**src/sv/tdcl_pkg.sv**
```systemverilog
package tdcl_pkg;

  // Register indexes on the configuration port (byte address = 4 * index)
  localparam int CfgAddrWidth = 4;
  localparam logic [1:0] REG_KEY_RGB     = 2'd0;
  localparam logic [1:0] REG_KEY_ALPHA   = 2'd1;
  localparam logic [1:0] REG_TRANS_ALPHA = 2'd2;

  // One pixel transaction
  typedef struct packed {
    logic [23:0] pixel_rgb;
    logic [7:0]  pixel_alpha;
  } pixel_t;

  // One per-tile result transaction
  typedef struct packed {
    logic        violation;
    logic [2:0]  bad_row;
    logic [2:0]  bad_col;
    logic [23:0] bad_rgb;
    logic [7:0]  bad_alpha;
    logic [4:0]  distinct_count;
  } result_t;

  // Palette store control from the tile logic
  typedef struct packed {
    logic add;
    logic clear;
  } palette_ctrl_t;

  // Palette store status back to the tile logic
  typedef struct packed {
    logic hit;
    logic full;
  } palette_stat_t;

endpackage

```
**src/sv/tile_distinct_color_limit_check.sv**
```systemverilog
// A tile's result goes from the input register into the result register once that register is free.
// One pixel per cycle, except while the final pixel of a tile waits for the result register;
// one result per TILE_SIDE*TILE_SIDE pixels.
// Reset (rst, synchronous): clears configuration, tile position, palette fill,
// failure record and both valid flags; palette entry contents are not cleared.
module tile_distinct_color_limit_check
  import tdcl_pkg::*;
#(
  parameter int PALETTE_SIZE = 16,
  parameter int TILE_SIDE = 8
) (
  input  logic                    clk,
  input  logic                    rst,
  // pixel channel
  input  logic                    pixel_valid,
  output logic                    pixel_stall,
  input  pixel_t                  pixel,
  // result channel
  output logic                    result_valid,
  input  logic                    result_stall,
  output result_t                 result,
  // configuration port
  input  logic                    psel,
  input  logic                    penable,
  input  logic                    pwrite,
  input  logic [CfgAddrWidth-1:0] paddr,
  input  logic [31:0]             pwdata,
  output logic [31:0]             prdata,
  output logic                    pready
);

  localparam int FW = (PALETTE_SIZE > 2) ? $clog2(PALETTE_SIZE) : 1;
  localparam int PW = (TILE_SIDE > 2) ? $clog2(TILE_SIDE) : 1;

  // Configuration registers
  logic [23:0] key_rgb;
  logic [7:0]  key_alpha;
  logic [7:0]  transparent_alpha;
  logic        cfg_write;

  assign pready    = 1'b1;
  assign cfg_write = psel && penable && pwrite && pready;

  always_ff @(posedge clk) begin
    if (rst) begin
      key_rgb           <= '0;
      key_alpha         <= '0;
      transparent_alpha <= '0;
    end else if (cfg_write) begin
      case (paddr[3:2])
        REG_KEY_RGB:     key_rgb           <= pwdata[23:0];
        REG_KEY_ALPHA:   key_alpha         <= pwdata[7:0];
        REG_TRANS_ALPHA: transparent_alpha <= pwdata[7:0];
        default: ;
      endcase
    end
  end

  always_comb begin
    case (paddr[3:2])
      REG_KEY_RGB:     prdata = {8'd0, key_rgb};
      REG_KEY_ALPHA:   prdata = {24'd0, key_alpha};
      REG_TRANS_ALPHA: prdata = {24'd0, transparent_alpha};
      default:         prdata = '0;
    endcase
  end

  // Input register
  logic   in_valid;
  pixel_t in_pixel;
  logic   advance;
  logic   out_free;
  logic   accept;

  assign out_free    = !result_valid || !result_stall;
  assign pixel_stall = in_valid && !advance;
  assign accept      = pixel_valid && !pixel_stall;

  always_ff @(posedge clk) begin
    if (rst) begin
      in_valid <= 1'b0;
    end else if (accept) begin
      in_valid <= 1'b1;
    end else if (advance) begin
      in_valid <= 1'b0;
    end
  end

  always_ff @(posedge clk) begin
    if (accept) begin
      in_pixel <= pixel;
    end
  end

  // Tile state
  logic [PW-1:0] row;
  logic [PW-1:0] col;
  logic          tile_failed;
  logic [2:0]    fail_row;
  logic [2:0]    fail_col;
  logic [23:0]   fail_rgb;
  logic [7:0]    fail_alpha;

  logic          last;
  logic          counted;
  logic          consider;
  logic          fail_now;
  logic          failed_next;
  logic [2:0]    row_rec;
  logic [2:0]    col_rec;
  logic [23:0]   rgb_rec;
  logic [7:0]    alpha_rec;
  logic [FW:0]   count_next;

  palette_ctrl_t pal_ctrl;
  palette_stat_t pal_stat;
  logic [FW-1:0] pal_fill;

  tdcl_palette #(
    .PALETTE_SIZE(PALETTE_SIZE),
    .FW(FW)
  ) u_palette (
    .clk   (clk),
    .rst   (rst),
    .color ({in_pixel.pixel_alpha, in_pixel.pixel_rgb}),
    .ctrl  (pal_ctrl),
    .stat  (pal_stat),
    .fill  (pal_fill)
  );

  assign last = (row == PW'(TILE_SIDE - 1)) && (col == PW'(TILE_SIDE - 1));
  // The final pixel of a tile waits until the result register is free
  assign advance = in_valid && (!last || out_free);

  // Pixel classification and palette decision
  always_comb begin
    counted  = (in_pixel.pixel_alpha != transparent_alpha) &&
               !((in_pixel.pixel_rgb == key_rgb) && (in_pixel.pixel_alpha == key_alpha));
    consider = !tile_failed && counted && !pal_stat.hit;
    fail_now = consider && pal_stat.full;

    pal_ctrl.add   = advance && consider && !pal_stat.full;
    pal_ctrl.clear = advance && last;

    failed_next = tile_failed || fail_now;
    row_rec     = fail_now ? 3'(row) : fail_row;
    col_rec     = fail_now ? 3'(col) : fail_col;
    rgb_rec     = fail_now ? in_pixel.pixel_rgb : fail_rgb;
    alpha_rec   = fail_now ? in_pixel.pixel_alpha : fail_alpha;

    count_next  = {1'b0, pal_fill} + (FW+1)'(pal_ctrl.add);
  end

  always_ff @(posedge clk) begin
    if (rst) begin
      row         <= '0;
      col         <= '0;
      tile_failed <= 1'b0;
      fail_row    <= '0;
      fail_col    <= '0;
      fail_rgb    <= '0;
      fail_alpha  <= '0;
    end else if (advance) begin
      if (last) begin
        row         <= '0;
        col         <= '0;
        tile_failed <= 1'b0;
        fail_row    <= '0;
        fail_col    <= '0;
        fail_rgb    <= '0;
        fail_alpha  <= '0;
      end else begin
        if (col == PW'(TILE_SIDE - 1)) begin
          col <= '0;
          row <= row + PW'(1);
        end else begin
          col <= col + PW'(1);
        end
        tile_failed <= failed_next;
        fail_row    <= row_rec;
        fail_col    <= col_rec;
        fail_rgb    <= rgb_rec;
        fail_alpha  <= alpha_rec;
      end
    end
  end

  // Result register
  always_ff @(posedge clk) begin
    if (rst) begin
      result_valid <= 1'b0;
    end else if (advance && last) begin
      result_valid <= 1'b1;
    end else if (!result_stall) begin
      result_valid <= 1'b0;
    end
  end

  always_ff @(posedge clk) begin
    if (advance && last) begin
      result.violation      <= failed_next;
      result.bad_row        <= row_rec;
      result.bad_col        <= col_rec;
      result.bad_rgb        <= rgb_rec;
      result.bad_alpha      <= alpha_rec;
      result.distinct_count <= failed_next ? 5'(PALETTE_SIZE) : 5'(count_next);
    end
  end

endmodule

```
**src/sv/tdcl_palette.sv**
```systemverilog
module tdcl_palette
  import tdcl_pkg::*;
#(
  parameter int PALETTE_SIZE = 16,
  parameter int FW = (PALETTE_SIZE > 2) ? $clog2(PALETTE_SIZE) : 1
) (
  input  logic          clk,
  input  logic          rst,
  input  logic [31:0]   color,
  input  palette_ctrl_t ctrl,
  output palette_stat_t stat,
  output logic [FW-1:0] fill
);

  localparam int Depth = PALETTE_SIZE - 1;
  localparam int IW = (Depth > 1) ? $clog2(Depth) : 1;

  logic [31:0] store [Depth];
  logic [FW-1:0] fill_next;

  // Parallel compare against the valid entries
  always_comb begin
    stat.hit = 1'b0;
    for (int i = 0; i < Depth; i++) begin
      if ((FW'(i) < fill) && (store[i] == color)) begin
        stat.hit = 1'b1;
      end
    end
    stat.full = (fill == FW'(Depth));
  end

  always_comb begin
    fill_next = fill;
    if (ctrl.clear) begin
      fill_next = '0;
    end else if (ctrl.add) begin
      fill_next = fill + FW'(1);
    end
  end

  always_ff @(posedge clk) begin
    if (rst) begin
      fill <= '0;
    end else begin
      fill <= fill_next;
    end
  end

  // Entry write; contents need no reset since reads are gated by the fill count
  always_ff @(posedge clk) begin
    if (ctrl.add && !stat.full) begin
      store[fill[IW-1:0]] <= color;
    end
  end

endmodule

```
**config.mk**
```make
export PLATFORM = sky130hd
export DESIGN_NAME = tile_distinct_color_limit_check
export DESIGN_NICKNAME = d
export VERILOG_FILES = /design/src/sv/tdcl_pkg.sv /design/src/sv/tile_distinct_color_limit_check.sv /design/src/sv/tdcl_palette.sv
export SDC_FILE = /design/constraint.sdc
export NUM_CORES = 1
export LEC_CHECK = 0
export BUFFER_PORTS_ARGS = -buffer_cell sky130_fd_sc_hd__buf_2
export CAP_MARGIN = 10
export CORE_UTILIZATION = 35
export DETAILED_ROUTE_END_ITERATION = 7
export GPL_TIMING_DRIVEN = 0
export MAX_ROUTING_LAYER = met4
export PLACE_DENSITY = 0.63
export SLEW_MARGIN = 20
export SYNTH_ARGS = -nofsm -noshare
export SYNTH_HDL_FRONTEND = slang
export SYNTH_SLANG_ARGS = --single-unit
```
**constraint.sdc**
```tcl
create_clock -name clk -period 7.1 [get_ports clk]
set_input_delay 1.065 -clock clk [delete_from_list [all_inputs] [get_ports clk]]
set_output_delay 1.065 -clock clk [all_outputs]
set_load 0.005 [all_outputs]
```
==> PnR_summary.wiki, run 1 <==
{| class="wikitable"
! Metric !! Value
|-
| Final period util || 74.5%
|-
| Worst slew margin || 17.4%
|-
| Fraction of layout instances using a drive strength above 1 || 18.6%
|-
| Area added between synthesis and finish || 17.1%
|-
| Maximum root-to-sink buffer count || 3
|-
| Total of buffers placed on input and output ports || 133
|-
| GRT overflow || 0
|-
| Library cell with the largest summed area after synthesis || sky130_fd_sc_hd__edfxtp_1
|-
| Count of final hold-check violations || 0
|-
| Post-route ant nets || 0
|-
| Effective utilization at floorplan || 35.3%
|-
| Die H || 287 µm
|-
| Final TNS setup || 0 ps
|-
| Routed met1 length || 35500 µm
|-
| Sum of met3 wire segment lengths after detailed routing || 7680 µm
|-
| Cell Count Post-Placement || 3196
|-
| CP max-delay cell || sky130_fd_sc_hd__edfxtp_1
|-
| Hold/Removal Path Class || reg2reg
|-
| Clock slew seen by the registers of the worst setup and hold paths || 60 ps
|-
| Most used flip-flop cell after synthesis || sky130_fd_sc_hd__edfxtp_1
|-
| Cells along the critical path || buf_4, buf_4, xor2_1, nor4_1, nand4_1, nor4_1, nor4_2, nand4_2, nor3_1, and2_1, buf_2, buf_2, ha_1, ha_1, xnor2_1, nor2_1
|-
| Placer's final routability congestion estimate || 0.887
|-
| Slew at the pin closest to its max-slew limit || 1240 ps
|-
| Number of fill cells || 7244
|-
| Global router's overall resource usage || 22.4%
|-
| First-pass iteration count of the detailed router || 7
|-
| HPWL Detailed || 59600 µm
|-
| Part of the Yosys area used for sequential elements || 65.2%
|-
| Status || finished, final reports clean
|-
| Upper clock frequency limit || 189 MHz
|-
| Nature of the critical path startpoint || flip-flop
|-
| DRT iter0 DRCs || 2036
|-
| TritonCTS clock tree || built
|-
| Number of H-tree levels || 3
|-
| Die width || 287 µm
|-
| Post-synthesis cell area || 0.0284 mm²
|-
| Synth Register Bits || 647
|-
| Ratio of routed vias to standard cells || 5.23
|-
| Crit path arrival time || 5630 ps
|-
| Clock latency at the later pin of the worst-skew pair || 620 ps
|-
| Wire length of the first global-routing pass || 125000 µm
|-
| Largest cells by area after synthesis || sky130_fd_sc_hd__edfxtp_1 59%, sky130_fd_sc_hd__xor2_1 12%, sky130_fd_sc_hd__dfxtp_1 6.4%, sky130_fd_sc_hd__xnor2_1 4.4%, sky130_fd_sc_hd__nor4_1 2.2%
|-
| Worst Path Required || 7440 ps
|-
| Number of synthesized flops with an enable pin || 556
|-
| Shortest clock period the worst path allows after layout || 5290 ps
|-
| Share of the synthesized area in the top cell type || 58.8%
|-
| Routed met2 length || 43500 µm
|-
| Post-route non-filler standard cell count || 3324
|-
| Unrepaired setup endpoints after global routing || false
|-
| # hold bufs at CTS || 0
|-
| Antenna cell count || 0
|-
| Total wire length || 89900 µm
|-
| DRC errors left || 0
|-
| Max cap viols || 0
|-
| Count of boundary I/O pins || 154
|-
| Floorplan Core Area || 0.0804 mm²
|-
| Post-layout power || 8.45 mW
|-
| Total vias in the final route || 17389
|-
| Master cell of the clock root buffer || sky130_fd_sc_hd__clkbuf_16
|-
| Kind of end point of the critical path || flip-flop
|-
| Largest net degree at the start of global routing || 33
|-
| Power density normalized to cell area || 254 mW/mm²
|-
| Number of antenna violations at the first check in global routing || 5
|-
| Number of distinct library cells after synthesis || 52
|-
| Static leakage power || 11.3 nW
|-
| Hold Slack || 469 ps
|-
| Max Transition Viols Final || 0
|-
| Number of global-route vias before repair || 17158
|-
| Average detailed-routed wire length per instance || 27.0 µm
|-
| Rows || 104
|-
| Crit path largest cell delay || 1170 ps
|-
| Highest metal layer with signal wires || met4
|-
| Biggest fanout along the worst timing path || 16
|-
| Yosys warnings || 0
|-
| Final setup violation count || 0
|-
| Worst Setup Path Type || reg2reg
|-
| Cell count after synthesis || 1964
|-
| Final core area utilization || 41.4%
|-
| Post-route clock skew || 26.9 ps
|-
| Inserted Clock Buffers || 71
|-
| Floorplan die area || 0.0823 mm²
|-
| Resize count post-CTS || 0
|-
| Number of sinks on the clock net || 647
|-
| Ys async rst share || 0%
|-
| Number of nets in the layout || 2297
|-
| Avg Inst Size Synth || 14.5 µm²
|-
| Reg-to-reg setup timing slack || 1810 ps
|-
| Post-CTS repair timing setup buffer count || 0
|-
| Max VDD drop || 0.154 mV
|}
==> final timing paths <==
check,endpoint,depth (start not counted),startpoint
min,fail_alpha[5],2,fail_alpha[5]
max reg2reg,result[2],16,in_pixel[18]
min reg2reg,fail_alpha[5],2,fail_alpha[5]
max,result[2],16,in_pixel[18]
==> cells by family after synthesis <==
logic type | synth area share (%)
AND/OR/NAND/NOR | 8.22
XOR/XNOR | 16.2
other | 0.0264
adder cells (fa/ha/maj) | 0.440
buffers and inverters | 3.68
AO/OA/AOI/OAI | 1.81
flip-flops | 65.2
multiplexers | 4.41
==> where the power goes <==
group          switching (mW)  total [mW]  internal [mW]  leakage, nW
combinational           0.467       0.708          0.241         4.50
clock                    1.48        3.46           1.98         1.04
sequential             0.0989        4.28           4.18         5.78
==> synthesized netlist by cell type, types with 15 or more instances <==
master and instances:
sky130_fd_sc_hd__nand2_1 143, sky130_fd_sc_hd__mux2_4 36, sky130_fd_sc_hd__mux2i_1 25, sky130_fd_sc_hd__nand3_1 55, sky130_fd_sc_hd__nor2_1 37, sky130_fd_sc_hd__and2_1 19, sky130_fd_sc_hd__nor4_1 99, sky130_fd_sc_hd__dfxtp_1 91
sky130_fd_sc_hd__nand4_1 53, sky130_fd_sc_hd__xnor2_1 143, sky130_fd_sc_hd__a21oi_1 70, sky130_fd_sc_hd__mux2_1 31, sky130_fd_sc_hd__xor2_1 376, sky130_fd_sc_hd__buf_4 35, sky130_fd_sc_hd__nor3_1 15, sky130_fd_sc_hd__and3_1 15
sky130_fd_sc_hd__edfxtp_1 556, sky130_fd_sc_hd__buf_6 34, sky130_fd_sc_hd__clkbuf_1 35
==> flip-flops by register name, summed over array words and instances (netlist names) <==
name	cells
fail_col	3
result_valid	1
result	44
key_rgb	24
in_pixel	32
u_palette.fill	4
fail_row	3
col	3
in_valid	1
tile_failed	1
row	3
key_alpha	8
fail_rgb	24
fail_alpha	8
transparent_alpha	8
u_palette.store	480
==> per-stage QoR <==
stage / setup slack (ps) / area (µm²)
5_1_grt: 1840 / 33300
3_3_place_gp: 1420 / 30400
6_report: 1810 / 33300
4_1_cts: 1920 / 33200
3_5_place_dp: 1940 / 31000
2_1_floorplan: 3020 / 28400
==> cell usage in the layout (no fill, tap or decap), types with 8 or more instances in the layout <==
master                      netlist  layout
sky130_fd_sc_hd__buf_2            4     137
sky130_fd_sc_hd__o21ai_0         10      10
sky130_fd_sc_hd__a21oi_1         70      70
sky130_fd_sc_hd__nor3_1          15      15
sky130_fd_sc_hd__mux2_2          10      10
sky130_fd_sc_hd__xnor2_1        143     143
sky130_fd_sc_hd__nor4_1          99      99
sky130_fd_sc_hd__clkbuf_1        35      53
sky130_fd_sc_hd__and3_2           0      14
sky130_fd_sc_hd__nor2_1          37      35
sky130_fd_sc_hd__mux2i_1         25      25
sky130_fd_sc_hd__buf_12           4       9
sky130_fd_sc_hd__nand2_1        143     143
sky130_fd_sc_hd__buf_4           35      35
sky130_fd_sc_hd__xor2_1         376     376
sky130_fd_sc_hd__buf_16           0       9
sky130_fd_sc_hd__mux2_4          36      36
sky130_fd_sc_hd__clkbuf_16        0      72
sky130_fd_sc_hd__conb_1           2       9
sky130_fd_sc_hd__dfxtp_1         91      91
sky130_fd_sc_hd__clkinv_1         0      15
sky130_fd_sc_hd__mux2_1          31      31
sky130_fd_sc_hd__and2_1          19      19
sky130_fd_sc_hd__inv_1            8       8
sky130_fd_sc_hd__buf_8            8      28
sky130_fd_sc_hd__nand4_1         53      53
sky130_fd_sc_hd__clkinv_2         0       9
sky130_fd_sc_hd__edfxtp_1       556     556
sky130_fd_sc_hd__buf_6           34      35
sky130_fd_sc_hd__ha_1            10      10
sky130_fd_sc_hd__nand3_1         55      55
==> layout make-up <==
type | instances | area [µm²] | share of cell area (%)
flip-flops and latches | 647 | 18500 | 55.7
multi-input cells | 1191 | 8900 | 26.8
repair buffers | 168 | 1330 | 3.98
plain buffers | 125 | 1020 | 3.06
clock buffers | 94 | 1920 | 5.79
clock inverters | 31 | 211 | 0.636
inverters | 8 | 30.0 | 0.0903
well taps | 1060 | 1330 | 3.99
==> critical path: cells and delay by family, from the launching register on <==
| kind | cells | cell delay (ps) |
|---|---|---|
| xor+xnor | 2 | 280 |
| simple gates | 8 | 1940 |
| buf+inv | 4 | 1170 |
| fa+ha+maj | 2 | 430 |
| flops | 1 | 1170 |
==> routing by layer <==
metal / GRT usage (%) / vias to the layer above
li1: - / 7544
met4: 8.09 / 0
met1: 28.1 / 8754
met2: 35.9 / 921
met5: - / -
met3: 4.33 / 170
(Power assumes the default switching activity.)
==> run 2, diff against run 1 <==
- PLACE_DENSITY: 0.63 -> 0.64
- clock period: 7.1 -> 4.39 ns (I/O delays scaled with it)
==> run 2 against run 1 <==
  * Sequential share of layout area is 0.47 points lower
  * Global-route usage grew 0.41 points
  * Count of clock-buffer cells in the layout grew 3
  * Cell area grew 0.85%
  * Sequential cell count did not move
  * Clock power up 64%
  * Power increased by 63%
  * Via count rose by 2.0%
  * Critical path type unchanged
  * Critical endpoint unchanged
  * Largest cell class unchanged
==> PnR_summary.wiki, run 2 (synthesis gave the netlist of run 1 again) <==
{| class="wikitable"
! Metric !! Value
|-
| Status || finished, final reports clean
|-
| Master cell of the clock root buffer || sky130_fd_sc_hd__clkbuf_16
|-
| Final setup violation count || 0 (unchanged)
|-
| Rows || 104 (unchanged)
|-
| Post-route setup slack || 108 ps (-1700 ps)
|-
| Static leakage power || 11.4 nW (+1.1%)
|-
| Area added between synthesis and finish || 18.1%
|-
| Flip-flop count of the largest register after layout || 480 (unchanged)
|-
| Max cap viols || 0 (unchanged)
|-
| Inserted Clock Buffers || 71 (unchanged)
|-
| Count of final hold-check violations || 0 (unchanged)
|-
| HPWL Detailed || 58600 µm (-1.6%)
|-
| Post-route ant nets || 0 (unchanged)
|-
| Floorplan die area || 0.0823 mm² (unchanged)
|-
| Nature of the critical path startpoint || flip-flop
|-
| Worst Setup Path Type || reg2reg
|-
| CP max-delay cell || sky130_fd_sc_hd__edfxtp_1
|-
| Unrepaired setup endpoints after global routing || false
|-
| Die H || 287 µm (unchanged)
|-
| Die width || 287 µm (unchanged)
|-
| Global router's overall resource usage || 22.8% (+0.41 points)
|-
| Leading cell type in the layout, fill and taps excluded || sky130_fd_sc_hd__edfxtp_1
|-
| Total vias in the final route || 17736 (+2.0%)
|-
| Max Transition Viols Final || 0 (unchanged)
|-
| Area occupied by registers || 0.0185 mm² (unchanged)
|-
| Global routing usage on met3 || 3.47% (-0.86 points)
|-
| Max VDD drop || 0.268 mV (+75%)
|-
| Worst Path Required || 4740 ps (-2700 ps)
|-
| DRT iter0 DRCs || 2136 (+4.9%)
|-
| Total of buffers placed on input and output ports || 133 (unchanged)
|-
| Most frequent cells in the layout || 556 x sky130_fd_sc_hd__edfxtp_1, 376 x sky130_fd_sc_hd__xor2_1, 143 x sky130_fd_sc_hd__nand2_1, 143 x sky130_fd_sc_hd__xnor2_1, 137 x sky130_fd_sc_hd__buf_2
|-
| Slew at the pin closest to its max-slew limit || 806 ps (-434 ps)
|-
| Total wire length || 92000 µm (+2.3%)
|-
| Worst slew margin || 46.3% (+29 points)
|-
| TritonCTS clock tree || built
|-
| Number of fill cells || 7365 (+1.7%)
|-
| Post-route clock skew || 22.5 ps (-4.37 ps)
|-
| Multi-input logic area || 0.00898 mm² (+0.86%)
|-
| Number of sinks on the clock net || 647 (unchanged)
|-
| Effective utilization at floorplan || 35.3% (unchanged)
|-
| Worst setup slack before clock tree synthesis || -729 ps (-2670 ps)
|-
| First-pass iteration count of the detailed router || 5 (-2)
|-
| Clock latency at the later pin of the worst-skew pair || 620 ps (about the same)
|-
| Post-layout power || 13.8 mW (+63%)
|-
| Floorplan Core Area || 0.0804 mm² (unchanged)
|-
| Wire length of the first global-routing pass || 127000 µm (+2.0%)
|-
| Ratio of routed vias to standard cells || 5.28 (+1.0%)
|-
| Power density normalized to cell area || 411 mW/mm² (+62%)
|-
| Reg-to-reg setup timing slack || 110 ps (-1700 ps)
|-
| Number of H-tree levels || 3 (unchanged)
|-
| Antenna cell count || 0 (unchanged)
|-
| Fraction of layout instances using a drive strength above 1 || 20.2% (+1.6 points)
|-
| Count of boundary I/O pins || 154 (unchanged)
|-
| Maximum root-to-sink buffer count || 3 (unchanged)
|-
| Placer's final routability congestion estimate || 0.916 (+3.3%)
|-
| Crit path largest cell delay || 460 ps (-710 ps)
|-
| Met2 capacity usage during global routing || 37.2% (+1.2 points)
|-
| Crit path arrival time || 4630 ps (-1000 ps)
|-
| Biggest fanout along the worst timing path || 10 (-6)
|-
| Hold/Removal Path Class || in2reg
|-
| Kind of end point of the critical path || flip-flop
|-
| Number of nets in the layout || 2325 (+1.2%)
|-
| Number of antenna violations at the first check in global routing || 3 (-2)
|-
| GRT overflow || 0 (unchanged)
|-
| Clock slew seen by the registers of the worst setup and hold paths || 60 ps (about the same)
|-
| Met1 GRT Util || 28.8% (+0.72 points)
|-
| DRC errors left || 0 (unchanged)
|-
| Largest net degree at the start of global routing || 33 (unchanged)
|-
| Average detailed-routed wire length per instance || 27.4 µm (+1.3%)
|-
| Shortest clock period the worst path allows after layout || 4280 ps (-1010 ps)
|-
| Upper clock frequency limit || 234 MHz (+24%)
|-
| Number of global-route vias before repair || 17448 (+1.7%)
|-
| Final period util || 97.5% (+23 points)
|-
| Most Crowded Layer GR || met2
|-
| Hold Slack || 230 ps (-239 ps)
|-
| Cells along the critical path || buf_16, buf_4, xor2_1, nor4_1, nand4_1, nor4_2, nand4_1, a31oi_4, nor2_1, and2_1, buf_2, buf_2, ha_1, ha_1, xnor2_1, nor2_1
|}
## run 2: final timing paths
kind	from	endpoint	depth (start not counted)
max	in_pixel[17]	result[2]	16
min	pixel[14]	in_pixel[14]	1
max reg2reg	in_pixel[17]	result[2]	16
min reg2reg	fail_col[2]	fail_col[2]	2
## run 2: area by class of cell
cell class,instances,share of cell area (%)
clock buffer,97,5.90
clock inverter,32,0.589
buffer,125,3.04
multi-input combinational,1191,26.8
timing repair buffer,196,4.43
sequential,647,55.2
inverter,8,0.0895
tap,1060,3.95
## run 2: through the flow
stage / setup TNS [ps] / std cells / utilization, % / cell area, µm²
after global placement: -499790 / 3164 / 37.8 / 30400
final: 0 / 3356 / 41.7 / 33500
after CTS: 0 / 3354 / 41.6 / 33500
after global routing: 0 / 3356 / 41.7 / 33500
after floorplan: 0 / 1971 / - / 28400
after detailed placement: -245920 / 3186 / 38.4 / 30900
## run 2: report_power, final
part	leakage (nW)	internal [mW]	switching, mW	total, mW
registers	5.78	6.76	0.0476	6.81
logic	4.61	0.409	0.891	1.30
clock network	1.06	3.23	2.43	5.66
## run 2: what timing repair did
item	CTS	global route
setup endpoints to repair	564	205
pin swaps	0	2
hold buffers	0	0
gates resized for setup	9	8
setup buffers	39	2
## run 2: metal layers
layer  vias to the layer above  routed length, µm
met5                         -                  0
met4                         0               3500
met3                       172               7420
met2                       901              44600
met1                      9068              36400
li1                       7595                  -
## run 2: worst max-delay path: cells and delay by family, from the launching register on
| kind | cells | cell delay [ps] |
|---|---|---|
| adders and majority gates | 2 | 430 |
| buffers and inverters | 4 | 830 |
| AOI/OAI and AO/OA | 1 | 240 |
| DFF | 1 | 460 |
| and+or+nand+nor | 7 | 1650 |
| xor gates and xnor gates | 2 | 390 |
==> run 3, diff against run 2 <==
- REMOVE_ABC_BUFFERS: not set -> 1
- SLEW_MARGIN: 20 -> 10
==> run 3 against run 2 <==
  * Wire length fell by 26%
  * Power fell by 3.9%
  * Non-clock buffer count decreased by 56
  * Fmax grew 2.8%
  * Global-route usage shrank 6.2 points
  * Clock skew is 2.4 ps higher
  * Cell area rose by 0.42%
  * Cell count fell by 2.3%
  * Count of clock-buffer cells in the layout shrank 16
  * Via count fell by 8.6%
  * Critical path type unchanged
  * Largest power group unchanged
==> PnR_summary.wiki, run 3 (synthesis gave the netlist of run 1 again) <==
{| class="wikitable"
! Metric !! Value
|-
| Max cap viols || 0 (unchanged)
|-
| Power density normalized to cell area || 393 mW/mm² (-4.3%)
|-
| Biggest fanout along the worst timing path || 17 (+7)
|-
| Internal power consumption || 10.3 mW (-1.4%)
|-
| Status || finished, final reports clean
|-
| Max VDD drop || 0.338 mV (+26%)
|-
| Flip-flop count of the largest register after layout || 480 (unchanged)
|-
| Clock power frac || 39.4% (-1.7 points)
|-
| Cells along the critical path || xor2_1, nor4_1, nand4_1, o21ai_1, nor4_2, nand4_2, nor3_1, and2_2, ha_1, ha_1, xnor2_1, nor2_1
|-
| Fraction of layout instances using a drive strength above 1 || 19.8% (-0.38 points)
|-
| Most frequent cells in the layout || 556 x sky130_fd_sc_hd__edfxtp_1, 376 x sky130_fd_sc_hd__xor2_1, 143 x sky130_fd_sc_hd__xnor2_1
|-
| Critical path startpoint || in_pixel[26]
|-
| Worst Setup Path Type || reg2reg
|-
| DRT iter0 DRCs || 1153 (-46%)
|-
| Post-route clock skew || 24.9 ps (+2.38 ps)
|-
| Shortest clock period the worst path allows after layout || 4170 ps (-116 ps)
|-
| Area added between synthesis and finish || 18.6%
|-
| Slew at the pin closest to its max-slew limit || 1200 ps (+395 ps)
|-
| Number of nets in the layout || 2255 (-3.0%)
|-
| Post-route ant nets || 0 (unchanged)
|-
| Startpoint of the lowest-slack hold path || pixel[29]
|-
| Hold Slack || 212 ps (-18.1 ps)
|-
| R2R depth || 12 (-4)
|-
| Post-DP Area || 0.0313 mm² (+1.2%)
|-
| HPWL Detailed || 46600 µm (-21%)
|-
| Post-layout power || 13.2 mW (-3.9%)
|-
| DRC errors left || 0 (unchanged)
|-
| Floorplan die area || 0.0823 mm² (unchanged)
|-
| CP top delay family || simple AND/OR/NAND/NOR gates
|-
| TritonCTS clock tree || built
|-
| Hold/Removal Path Class || in2reg
|-
| Clock latency at the later pin of the worst-skew pair || 620 ps (about the same)
|-
| GRT overflow || 0 (unchanged)
|-
| Final TNS setup || 0 ps (unchanged)
|-
| Worst slew margin || 19.7% (-27 points)
|-
| Maximum root-to-sink buffer count || 3 (unchanged)
|-
| Upper clock frequency limit || 240 MHz (+2.8%)
|-
| Hold Path Depth || 1 (unchanged)
|-
| Max Transition Viols Final || 0 (unchanged)
|-
| Fraction of power spent switching nets || 22.5% (-1.9 points)
|-
| Die H || 287 µm (unchanged)
|-
| Kind of end point of the critical path || flip-flop
|-
| Worst Path Required || 4730 ps (about the same)
|-
| Placer's final routability congestion estimate || 0.780 (-15%)
|-
| Dominant cell type by count on the critical path || sky130_fd_sc_hd__ha_1
|-
| Post-route non-filler standard cell count || 3279 (-2.3%)
|-
| Total wire length || 67900 µm (-26%)
|-
| Nature of the critical path startpoint || flip-flop
|-
| Wire length of the first global-routing pass || 100000 µm (-21%)
|-
| Total vias in the final route || 16202 (-8.6%)
|-
| Count of boundary I/O pins || 154 (unchanged)
|-
| Reg power frac || 51.7% (+2.2 points)
|-
| Number of global-route vias before repair || 16369 (-6.2%)
|-
| Unrepaired setup endpoints after global routing || false
|-
| Critical path buffer and inverter count || 0 (-4)
|-
| Final setup violation count || 0 (unchanged)
|-
| Logic gate share of total power || 8.9% (-0.5 points)
|-
| Ratio of routed vias to standard cells || 4.94 (-6.5%)
|-
| Stages on worst setup path || 12 (-4)
|-
| Global router's overall resource usage || 16.6% (-6.2 points)
|-
| Largest net degree at the start of global routing || 79 (+140%)
|-
| Rows || 104 (unchanged)
|-
| Total of buffers placed on input and output ports || 134 (+0.75%)
|-
| Cell Count Post-Placement || 3128 (-1.8%)
|-
| Final period util || 94.9% (-2.7 points)
|-
| CP max-delay cell || sky130_fd_sc_hd__edfxtp_1
|-
| Static leakage power || 11.5 nW (+0.62%)
|-
| Crit path arrival time || 4510 ps (-120 ps)
|-
| Crit path largest cell delay || 870 ps (+410 ps)
|-
| Post-route setup slack || 224 ps (+116 ps)
|-
| Effective utilization at floorplan || 35.3% (unchanged)
|-
| Number of H-tree levels || 2 (-1)
|-
| Leading cell type in the layout, fill and taps excluded || sky130_fd_sc_hd__edfxtp_1
|-
| Final design area excluding fillers || 0.0337 mm² (+0.42%)
|-
| # hold bufs at CTS || 0 (unchanged)
|-
| Die width || 287 µm (unchanged)
|-
| Antenna cell count || 0 (unchanged)
|-
| Final core area utilization || 41.9% (+0.18 points)
|-
| Clock slew seen by the registers of the worst setup and hold paths || 70 ps (about the same)
|-
| Inserted Clock Buffers || 57 (-20%)
|-
| Number of sinks on the clock net || 647 (unchanged)
|-
| Psw || 2.98 mW (-12%)
|-
| First-pass iteration count of the detailed router || 5 (unchanged)
|-
| Worst setup slack before clock tree synthesis || -526 ps (+204 ps)
|-
| Average detailed-routed wire length per instance || 20.7 µm (-24%)
|-
| Count of final hold-check violations || 0 (unchanged)
|-
| Floorplan Core Area || 0.0804 mm² (unchanged)
|-
| Number of antenna violations at the first check in global routing || 1 (-2)
|-
| Master cell of the clock root buffer || sky130_fd_sc_hd__clkbuf_16
|-
| Launch instance of the worst register-to-register path || in_pixel[26]
|}
run 3: cell types whose count changed in the layout (fill, tap and decap cells not counted), moves of 6 or more:
| cell | previous run | this run |
|---|---|---|
| sky130_fd_sc_hd__buf_6 | 35 | 9 |
| sky130_fd_sc_hd__clkbuf_16 | 75 | 57 |
| sky130_fd_sc_hd__clkbuf_1 | 55 | 14 |
| sky130_fd_sc_hd__buf_16 | 8 | 41 |
| sky130_fd_sc_hd__buf_4 | 70 | 37 |
| sky130_fd_sc_hd__clkbuf_8 | 2 | 10 |
| sky130_fd_sc_hd__and3_2 | 7 | 14 |
| sky130_fd_sc_hd__buf_8 | 18 | 33 |
| sky130_fd_sc_hd__and3_4 | 7 | 0 |
| sky130_fd_sc_hd__bufinv_16 | 1 | 7 |
run 3: final timing paths:
kind	end	slack, ps
max	result[2]	220
min	in_pixel[29]	210
max reg2reg	result[2]	220
min reg2reg	fail_col[1]	460
run 3: layer usage:
layer  up-vias  share of wire [%]  global-route usage (%)  wire length, µm
met4         0                3.1                    5.53             2090
met1      8200                 40                    19.2            26900
met3       127                4.4                    1.80             2980
li1       7435                  -                       -                -
met5         -                  0                       -                0
met2       440                 53                    29.8            35900
run 3: final cells by class:
type	count	area [µm²]
Clock buffer	81	1620
Timing Repair Buffer	265	2910
Sequential cell	647	18500
Tap cell	1060	1330
Inverter	8	30.0
Multi-Input combinational cell	1191	8940
Clock inverter	27	335
Fill cell	7099	46700
run 3: worst register-to-register path: cells and delay by family, from the launching register on:
kind / cells / cell delay, ps
simple gates: 7 / 1780
flops: 1 / 870
xor+xnor: 2 / 500
fa+ha+maj: 2 / 450
compound gates: 1 / 310
run 3: timing repair:
action,in CTS,in global routing
buffers inserted,10,33
setup endpoints to repair,455,436
gates resized for setup,14,1
run 3: power by group through the flow:
stage,clock [mW],combinational [mW],sequential (mW)
finish,5.21,1.18,6.84
global route,5.50,1.26,6.85
CTS,5.27,1.10,6.89
detailed placement,0,1.06,7.04
global placement,0,0.451,7.37
floorplan,0,0.343,7.11
